**src/rtl/core/assert_macros.svh**
```systemverilog
// Assertion macros shared by the RTL of the HSV range mask.
`ifndef ASSERT_MACROS_SVH
`define ASSERT_MACROS_SVH
`ifndef SYNTHESIS
`define ASSERT_AT(lbl, clk, rst, prop) \
  lbl: assert property (@(posedge clk) disable iff (rst) prop) \
    else $error("assertion failed");
`define ASSERT_NEVER(lbl, clk, rst, cond) \
  lbl: assert property (@(posedge clk) disable iff (rst) !(cond)) \
    else $error("forbidden condition seen");
`else
`define ASSERT_AT(lbl, clk, rst, prop)
`define ASSERT_NEVER(lbl, clk, rst, cond)
`endif
`endif

```
**src/rtl/core/hsvm_pkg.sv**
```systemverilog
// Types, constants and helper functions of the HSV range mask.
package hsvm_pkg;

  localparam int FIX_SHIFT = 12;
  localparam int DIV_BITS = 20;
  localparam int DIV_STEPS = 4;
  localparam int DIV_STAGES = DIV_BITS / DIV_STEPS;
  localparam int LATENCY = DIV_STAGES + 4;

  localparam logic [DIV_BITS-1:0] SAT_NUM = DIV_BITS'(255 << FIX_SHIFT);
  localparam logic [DIV_BITS-1:0] HUE_NUM = DIV_BITS'(30 << FIX_SHIFT);
  localparam int RCP_HUE_W = 17;
  localparam logic [28:0] FIX_HALF_U = 29'd2048;
  localparam logic signed [30:0] FIX_HALF_S = 31'sd2048;
  localparam logic signed [18:0] HUE_WRAP = 19'sd180;

  typedef enum logic [2:0] {
    REG_ENABLE   = 3'd0,
    REG_HUE_LOW  = 3'd1,
    REG_HUE_HIGH = 3'd2,
    REG_SAT_LOW  = 3'd3,
    REG_SAT_HIGH = 3'd4,
    REG_VAL_LOW  = 3'd5,
    REG_VAL_HIGH = 3'd6
  } reg_index_t;

  typedef struct packed {
    logic [7:0] blue;
    logic [7:0] green;
    logic [7:0] red;
  } pixel_t;

  typedef struct packed {
    logic       in_range;
    logic [7:0] hue;
    logic [7:0] saturation;
    logic [7:0] brightness;
  } result_t;

  typedef struct packed {
    logic       enable;
    logic [7:0] hue_low;
    logic [7:0] hue_high;
    logic [7:0] sat_low;
    logic [7:0] sat_high;
    logic [7:0] val_low;
    logic [7:0] val_high;
  } cfg_t;

  typedef struct packed {
    logic [7:0]         v;
    logic [7:0]         diff;
    logic signed [11:0] sector;
  } prep_t;

  typedef struct packed {
    logic [7:0]          rem;
    logic [DIV_BITS-1:0] quo;
  } div_lane_t;

  typedef struct packed {
    prep_t                 prep;
    logic [DIV_BITS-1:0]   rcp_sat;
    logic [RCP_HUE_W-1:0]  rcp_hue;
  } recip_t;

  function automatic div_lane_t div_step(div_lane_t lane, logic [7:0] d, logic nbit);
    logic [8:0] t;
    div_lane_t  res;
    t = {lane.rem, nbit};
    if (t >= {1'b0, d}) begin
      res.rem = 8'(t - {1'b0, d});
      res.quo = {lane.quo[DIV_BITS-2:0], 1'b1};
    end else begin
      res.rem = t[7:0];
      res.quo = {lane.quo[DIV_BITS-2:0], 1'b0};
    end
    return res;
  endfunction

  function automatic logic [DIV_BITS-1:0] round_q(div_lane_t lane, logic [7:0] d);
    logic [8:0] twice;
    logic       inc;
    twice = {lane.rem, 1'b0};
    inc = (twice > {1'b0, d}) || ((twice == {1'b0, d}) && lane.quo[0]);
    if (d == 8'd0) begin
      return '0;
    end
    return lane.quo + DIV_BITS'(inc);
  endfunction

endpackage

```
**src/rtl/core/hsvm_prep.sv**
```systemverilog
// Input stage: channel maximum, minimum, difference and hue sector term.
module hsvm_prep import hsvm_pkg::*; (
  input  logic   clk,
  input  logic   rst,
  input  logic   in_valid,
  input  pixel_t pixel,
  output logic   out_valid,
  output prep_t  out
);

  logic [7:0]         mx;
  logic [7:0]         mn;
  logic [7:0]         diff;
  logic signed [11:0] sector;
  logic signed [11:0] b;
  logic signed [11:0] g;
  logic signed [11:0] r;
  logic signed [11:0] d;

  always_comb begin
    mx = pixel.blue;
    if (pixel.green > mx) mx = pixel.green;
    if (pixel.red > mx) mx = pixel.red;
    mn = pixel.blue;
    if (pixel.green < mn) mn = pixel.green;
    if (pixel.red < mn) mn = pixel.red;
    diff = mx - mn;
    b = $signed({4'd0, pixel.blue});
    g = $signed({4'd0, pixel.green});
    r = $signed({4'd0, pixel.red});
    d = $signed({4'd0, diff});
    if (mx == pixel.red) begin
      sector = g - b;
    end else if (mx == pixel.green) begin
      sector = b - r + (d <<< 1);
    end else begin
      sector = r - g + (d <<< 2);
    end
  end

  always_ff @(posedge clk) begin
    if (rst) begin
      out_valid <= 1'b0;
    end else begin
      out_valid <= in_valid;
    end
    out.v      <= mx;
    out.diff   <= diff;
    out.sector <= sector;
  end

endmodule

```
**src/rtl/core/hsvm_recip.sv**
```systemverilog
// Pipelined restoring dividers for the saturation and hue reciprocals.
module hsvm_recip import hsvm_pkg::*; (
  input  logic   clk,
  input  logic   rst,
  input  logic   in_valid,
  input  prep_t  in_data,
  output logic   out_valid,
  output recip_t out
);

  logic      vld   [1:DIV_STAGES];
  prep_t     data  [1:DIV_STAGES];
  div_lane_t sat_l [1:DIV_STAGES];
  div_lane_t hue_l [1:DIV_STAGES];

  for (genvar k = 0; k < DIV_STAGES; k++) begin : g_stage
    logic      cur_v;
    prep_t     cur;
    div_lane_t cur_sat;
    div_lane_t cur_hue;
    div_lane_t sat_next;
    div_lane_t hue_next;

    if (k == 0) begin : g_first
      assign cur_v   = in_valid;
      assign cur     = in_data;
      assign cur_sat = '0;
      assign cur_hue = '0;
    end else begin : g_inner
      assign cur_v   = vld[k];
      assign cur     = data[k];
      assign cur_sat = sat_l[k];
      assign cur_hue = hue_l[k];
    end

    always_comb begin
      sat_next = cur_sat;
      hue_next = cur_hue;
      for (int i = 0; i < DIV_STEPS; i++) begin
        sat_next = div_step(sat_next, cur.v, SAT_NUM[DIV_BITS-1-(k*DIV_STEPS+i)]);
        hue_next = div_step(hue_next, cur.diff, HUE_NUM[DIV_BITS-1-(k*DIV_STEPS+i)]);
      end
    end

    always_ff @(posedge clk) begin
      if (rst) begin
        vld[k+1] <= 1'b0;
      end else begin
        vld[k+1] <= cur_v;
      end
      data[k+1]  <= cur;
      sat_l[k+1] <= sat_next;
      hue_l[k+1] <= hue_next;
    end
  end

  logic [DIV_BITS-1:0] hue_round;

  assign hue_round = round_q(hue_l[DIV_STAGES], data[DIV_STAGES].diff);

  always_ff @(posedge clk) begin
    if (rst) begin
      out_valid <= 1'b0;
    end else begin
      out_valid <= vld[DIV_STAGES];
    end
    out.prep    <= data[DIV_STAGES];
    out.rcp_sat <= round_q(sat_l[DIV_STAGES], data[DIV_STAGES].v);
    out.rcp_hue <= hue_round[RCP_HUE_W-1:0];
  end

endmodule

```
**src/rtl/core/hsvm_classify.sv**
```systemverilog
// Reciprocal products, fixed-point rounding, hue wrap and range test.
`include "assert_macros.svh"

module hsvm_classify import hsvm_pkg::*; (
  input  logic    clk,
  input  logic    rst,
  input  cfg_t    cfg,
  input  logic    in_valid,
  input  recip_t  in_data,
  output logic    done,
  output result_t result
);

  logic               mul_valid;
  logic [27:0]        sprod;
  logic signed [29:0] hprod;
  logic [7:0]         mul_v;

  always_ff @(posedge clk) begin
    if (rst) begin
      mul_valid <= 1'b0;
    end else begin
      mul_valid <= in_valid;
    end
    sprod <= in_data.prep.diff * in_data.rcp_sat;
    hprod <= in_data.prep.sector * $signed({1'b0, in_data.rcp_hue});
    mul_v <= in_data.prep.v;
  end

  logic [28:0]        ssum;
  logic signed [30:0] hsum;
  logic signed [18:0] hq;
  logic signed [18:0] hw;
  logic [7:0]         hue;
  logic [7:0]         sat;
  logic               hue_ok;
  logic               hit;

  always_comb begin
    ssum = {1'b0, sprod} + FIX_HALF_U;
    sat  = ssum[19:12];
    hsum = $signed({hprod[29], hprod}) + FIX_HALF_S;
    hq   = $signed(hsum[30:12]);
    hw   = hq[18] ? hq + HUE_WRAP : hq;
    hue  = hw[7:0];
    if (cfg.hue_low <= cfg.hue_high) begin
      hue_ok = (hue >= cfg.hue_low) && (hue <= cfg.hue_high);
    end else begin
      hue_ok = (hue >= cfg.hue_low) || (hue <= cfg.hue_high);
    end
    hit = cfg.enable && hue_ok &&
          (sat >= cfg.sat_low) && (sat <= cfg.sat_high) &&
          (mul_v >= cfg.val_low) && (mul_v <= cfg.val_high);
  end

  always_ff @(posedge clk) begin
    if (rst) begin
      done <= 1'b0;
    end else begin
      done <= mul_valid;
    end
    result.in_range   <= hit;
    result.hue        <= hue;
    result.saturation <= sat;
    result.brightness <= mul_v;
  end

  `ASSERT_AT(a_hue_span, clk, rst, done |-> (result.hue <= 8'd179))
  `ASSERT_AT(a_mask_gated, clk, rst, (done && result.in_range) |-> cfg.enable)
  `ASSERT_AT(a_black_pixel, clk, rst,
    (done && (result.brightness == 8'd0)) |-> ((result.saturation == 8'd0) && (result.hue == 8'd0)))

endmodule

```
**src/rtl/core/hsv_range_pixel_mask.sv**
```systemverilog
// Top level of the HSV range mask: register file and pixel pipeline.
//
// Takes one BGR pixel per clock whenever start is high; busy never rises, so a
// new pixel may enter in every cycle. Each pixel comes out on result, marked
// by a one-cycle done strobe, in input order. Its path runs through the input
// stage, the two 20-bit reciprocal dividers, four quotient bits per stage over
// five stages, and then the rounding, multiply and output stages. There is no
// output backpressure: results must be taken when shown. Registers are written
// through the cfg channel, which is always ready; write them only while no
// pixel is in flight. Index 7 is ignored.
`include "assert_macros.svh"

module hsv_range_pixel_mask import hsvm_pkg::*; (
  input  logic       clk,
  input  logic       rst,
  input  logic       start,
  output logic       busy,
  input  pixel_t     pixel,
  output logic       done,
  output result_t    result,
  input  logic       cfg_valid,
  output logic       cfg_ready,
  input  logic [2:0] cfg_index,
  input  logic [7:0] cfg_data
);

  cfg_t cfg;

  assign busy      = 1'b0;
  assign cfg_ready = 1'b1;

  always_ff @(posedge clk) begin
    if (rst) begin
      cfg.enable   <= 1'b0;
      cfg.hue_low  <= 8'd0;
      cfg.hue_high <= 8'd255;
      cfg.sat_low  <= 8'd0;
      cfg.sat_high <= 8'd255;
      cfg.val_low  <= 8'd0;
      cfg.val_high <= 8'd255;
    end else if (cfg_valid && cfg_ready) begin
      unique case (reg_index_t'(cfg_index))
        REG_ENABLE:   cfg.enable   <= cfg_data[0];
        REG_HUE_LOW:  cfg.hue_low  <= cfg_data;
        REG_HUE_HIGH: cfg.hue_high <= cfg_data;
        REG_SAT_LOW:  cfg.sat_low  <= cfg_data;
        REG_SAT_HIGH: cfg.sat_high <= cfg_data;
        REG_VAL_LOW:  cfg.val_low  <= cfg_data;
        REG_VAL_HIGH: cfg.val_high <= cfg_data;
        default: ;
      endcase
    end
  end

  logic   prep_valid;
  prep_t  prep;
  logic   rcp_valid;
  recip_t rcp;

  hsvm_prep u_prep (
    .clk       (clk),
    .rst       (rst),
    .in_valid  (start && !busy),
    .pixel     (pixel),
    .out_valid (prep_valid),
    .out       (prep)
  );

  hsvm_recip u_recip (
    .clk       (clk),
    .rst       (rst),
    .in_valid  (prep_valid),
    .in_data   (prep),
    .out_valid (rcp_valid),
    .out       (rcp)
  );

  hsvm_classify u_classify (
    .clk      (clk),
    .rst      (rst),
    .cfg      (cfg),
    .in_valid (rcp_valid),
    .in_data  (rcp),
    .done     (done),
    .result   (result)
  );

  `ASSERT_AT(a_latency, clk, rst, (start && !busy) |-> ##LATENCY done)
  `ASSERT_AT(a_no_orphan, clk, rst, done |-> $past(start && !busy, LATENCY))
  `ASSERT_NEVER(a_never_busy, clk, rst, busy)

endmodule
```
**config.mk**
```make
export PLATFORM = sky130hd
export DESIGN_NAME = hsv_range_pixel_mask
export DESIGN_NICKNAME = d
export VERILOG_FILES = /design/src/rtl/core/hsvm_pkg.sv /design/src/rtl/core/hsvm_prep.sv /design/src/rtl/core/hsvm_recip.sv /design/src/rtl/core/hsvm_classify.sv /design/src/rtl/core/hsv_range_pixel_mask.sv
export VERILOG_INCLUDE_DIRS = /design/src /design/src/rtl/core
export SDC_FILE = /design/constraint.sdc
export NUM_CORES = 2
export LEC_CHECK = 0
export BUFFER_PORTS_ARGS = -buffer_cell sky130_fd_sc_hd__buf_2
export CELL_PAD_IN_SITES_DETAIL_PLACEMENT = 0
export CELL_PAD_IN_SITES_GLOBAL_PLACEMENT = 1
export CORE_MARGIN = 2
export CORE_UTILIZATION = 47
export CTS_CLUSTER_SIZE = 8
export DETAILED_ROUTE_END_ITERATION = 6
export PLACE_DENSITY_LB_ADDON = 0.1
export SLEW_MARGIN = 15
export SYNTH_ARGS = -nofsm -noshare
export SYNTH_HDL_FRONTEND = slang
export SYNTH_HIERARCHICAL = 1
export SYNTH_SLANG_ARGS = --single-unit
```
**constraint.sdc**
```tcl
create_clock -name clk -period 14.2 [get_ports clk]
set_input_delay 4.26 -clock clk [delete_from_list [all_inputs] [get_ports clk]]
set_output_delay 4.26 -clock clk [all_outputs]
set_load 0.05 [all_outputs]
```
==> results.md <==
- Outcome: complete, no violations
- WL/cell: 16.6 µm
- Total Die Area: 95600 µm²
- Core Footprint: around 92000 µm²
- Die width: 309 µm
- Num CTS Buffers: 80
- Clk slew on worst S/H paths: 0.04 ns
- Worst Hold Depth: 0
- Mapped cell area: around 44000 µm²
- GPL Wtd Cong: 0.873
- Slowest CP cell: a41oi_2
- Internal reg-to-reg setup slack: slightly above 4 ns
- RSZ-0062 raised after global routing: false
- CTS Buffer Depth: 3
- Worst Setup Slack post-DPL: 1.92 ns
- Final period util: around 83%
- Number of max-cap violations: 0
- Post-DP HPWL: 83000 µm
- Die Y: 309 µm
- Antenna-violating nets left: 0
- Slowest cell delay on critical path: 0.55 ns
- CTS HTree Levels: 3
- Post-synth ARST share: 0%
- Hold Startpoint: u_recip/sat_l[0][64]
- PostCTS Resize Cnt: 0
- CP max FO: 13
- Slew Limit Fails: 0
- WP buf/inv: 3
- Register area: 10800 µm²
- Final hold vios: 0
- Initial Utilization: a little under half
- GRT Residual Overflow: 0
- Max Clock Skew: 0.0351 ns
- FP Rows: ~110
- # port buffers: 64
- Commonest non-fill, non-tap cell in the layout: inv_1
- Clk root buf: clkbuf_16
- Worst slew pin tran: 1.02 ns
- Global-route wire length before repair: 171000 µm
- RR Endpoint: u_recip/sat_l[0][139]
- Achievable Freq: 0.0847 GHz
- GR Util All Layers: 22.0%
- DRC marker count from the first detailed-route iteration: 1656
- Hold slack: about 0.31 ns
- Most frequent cells in the layout: inv_1, dfxtp_1, ha_1, nand2_1, nor2_1
- Area occupied by multi-input gates: 30400 µm²
- Minimum clock period: 11.81 ns
- Clock Latency Late Sink: between 0.6 and 0.7 ns
- Syn. warnings: 6
- Prevailing post-synth register cell: dfxtp_1
- Number of global-route vias before repair: approximately 33000
- Crit path launch: pixel[19]
- Fillcell total: just under 9000
- Seq/Total Area, Yosys: around a quarter
- Ant diodes: 0
- Rel. slew slack: 31.7%
- Via count: 32900
- WHS Endpoint: u_recip/sat_l[0][96]
- WP data arrival: between 10 and 15 ns
- Netlist cell types: around 130
- Mapped Cells: approximately 4900
- #FFs+latches synth: between 500 and 600
- CP required: between 10 and 15 ns
- # nets final: between 5000 and 6000
- Crit path max-delay family: compound AO/OA/AOI/OAI gates
- Setup CP Type: primary input to flip-flop
- Routed wire length: between 100000 and 150000 µm
- Reg2reg start: u_recip/data[0][105]
- CTS tree: built
- DRC: 0
- Largest net degree at the start of global routing: 75
- Layout Area Growth over Synthesis: 8.59%
- Final setup violation count: 0
- Share of post-route cells with drive strength above 1: 7.82%
- Fin util: between 50% and 60%
- Worst min-delay path class: flip-flop to flip-flop
- Initial antenna violation count: 3
- Post-CTS setup buffers: 0
- Fin Setup TNS: 0 ns
- PnR worst setup slack: 2.39 ns
- Ports: 67
- CP Capture Type: flip-flop
- Crit path launch type: primary input
- Hold-fix buffers, CTS: 0
- Post-synth EDFFs: 0
- Worst reg2reg path depth: 39
- CTS sink count: 537
- Post-Syn Area per Cell: ~9 µm²
- Avg Vias per Cell: around 5.3
- Drt pass-1 iters: 5
## state kept, by name (all words and copies together) (netlist names)
name                  flops
u_recip/data            140
u_recip/vld               5
u_prep/out               28
u_recip/out_valid         1
u_classify/done           1
u_classify/mul_v          8
u_prep/out_valid          1
u_classify/sprod          9
u_classify/mul_valid      1
cfg                      49
u_recip/hue_l            85
u_classify/result        25
u_classify/hprod         19
u_recip/out              65
u_recip/sat_l           100
## per-stage QoR
step / area [µm²] / instances
2_1_floorplan: 43800 / 4907
3_3_place_gp: 45200 / 6117
3_5_place_dp: 45200 / 6117
4_1_cts: 47500 / 6219
5_1_grt: 47500 / 6219
6_report: 47500 / 6219
## cells in the mapped netlist, types with 33 or more instances
cell type	count	area share, %
inv_1	561	4.8
dfxtp_1	537	25
ha_1	518	15
nand2_1	370	3.2
nor2_1	346	3.0
fa_1	254	12
a21oi_1	212	2.4
o21ai_0	211	2.4
xnor2_1	191	3.8
and2_1	156	2.2
mux2_2	110	2.8
xor2_1	104	2.1
nand2b_1	101	1.4
mux2i_1	97	2.2
a21o_1	96	1.6
nor2b_1	87	1.2
o21a_1	83	1.4
nor3_1	81	0.93
nand3_1	77	0.88
clkbuf_1	76	0.65
nand4_1	47	0.67
and3_1	43	0.61
or3_1	33	0.47
## worst reg2reg max path: cells and delay by family (launching register included)
| kind | cells | cell delay, ns |
|---|---|---|
| AOI/OAI and AO/OA | 17 | 4.35 |
| adders and majority gates | 4 | 1.32 |
| buffers and inverters | 6 | 0.94 |
| DFF | 1 | 0.48 |
| muxes | 2 | 0.47 |
| and+or+nand+nor | 10 | 2.42 |
## cells by family (layout without fill, tap and decap cells)
family / after synthesis / count (layout) / share of synthesized area, %
fa+ha+maj: 773 / 773 / 26.4
xor+xnor: 298 / 298 / 6.03
simple gates: 1451 / 1451 / 16.7
compound gates: 952 / 952 / 15.0
other cells: 3 / 5 / 0.0257
buf+inv: 681 / 750 / 6.06
flops: 537 / 537 / 24.6
mux: 210 / 210 / 5.14
## worst max path at each step
stage | slack (ns) | end | cells after the start
3_3_place_gp | 2.00 | u_prep/out[10] | 34
5_1_grt | 1.97 | u_prep/out[10] | 30
2_1_floorplan | 3.11 | u_prep/out[10] | 32
6_report | 2.39 | u_prep/out[10] | 31
3_5_place_dp | 1.92 | u_prep/out[10] | 31
4_1_cts | 2.52 | u_prep/out[10] | 31
## metal layers
metal  global-route usage, %  vias to the layer above  share of wire (%)  wire (µm)
li1                        -                    16900                  -          -
met1                    31.1                    15500                 50      51900
met2                    35.3                      445                 44      46000
met3                    3.19                      106                3.6       3740
met4                    5.17                        2                1.9       1940
met5                       0                        -              0.013         13
## cell type report
type                       count  share of cell area [%]
clock inverter                10                   0.363
clock buffer                  92                    4.46
inverter                     573                    4.53
timing repair buffer          75                   0.848
tap                         1243                    3.27
sequential                   537                    22.6
multi-input combinational   3689                    63.9
Power is not shown: default switching activity piles up to over one toggle a cycle in this logic, so the estimate is an artifact.
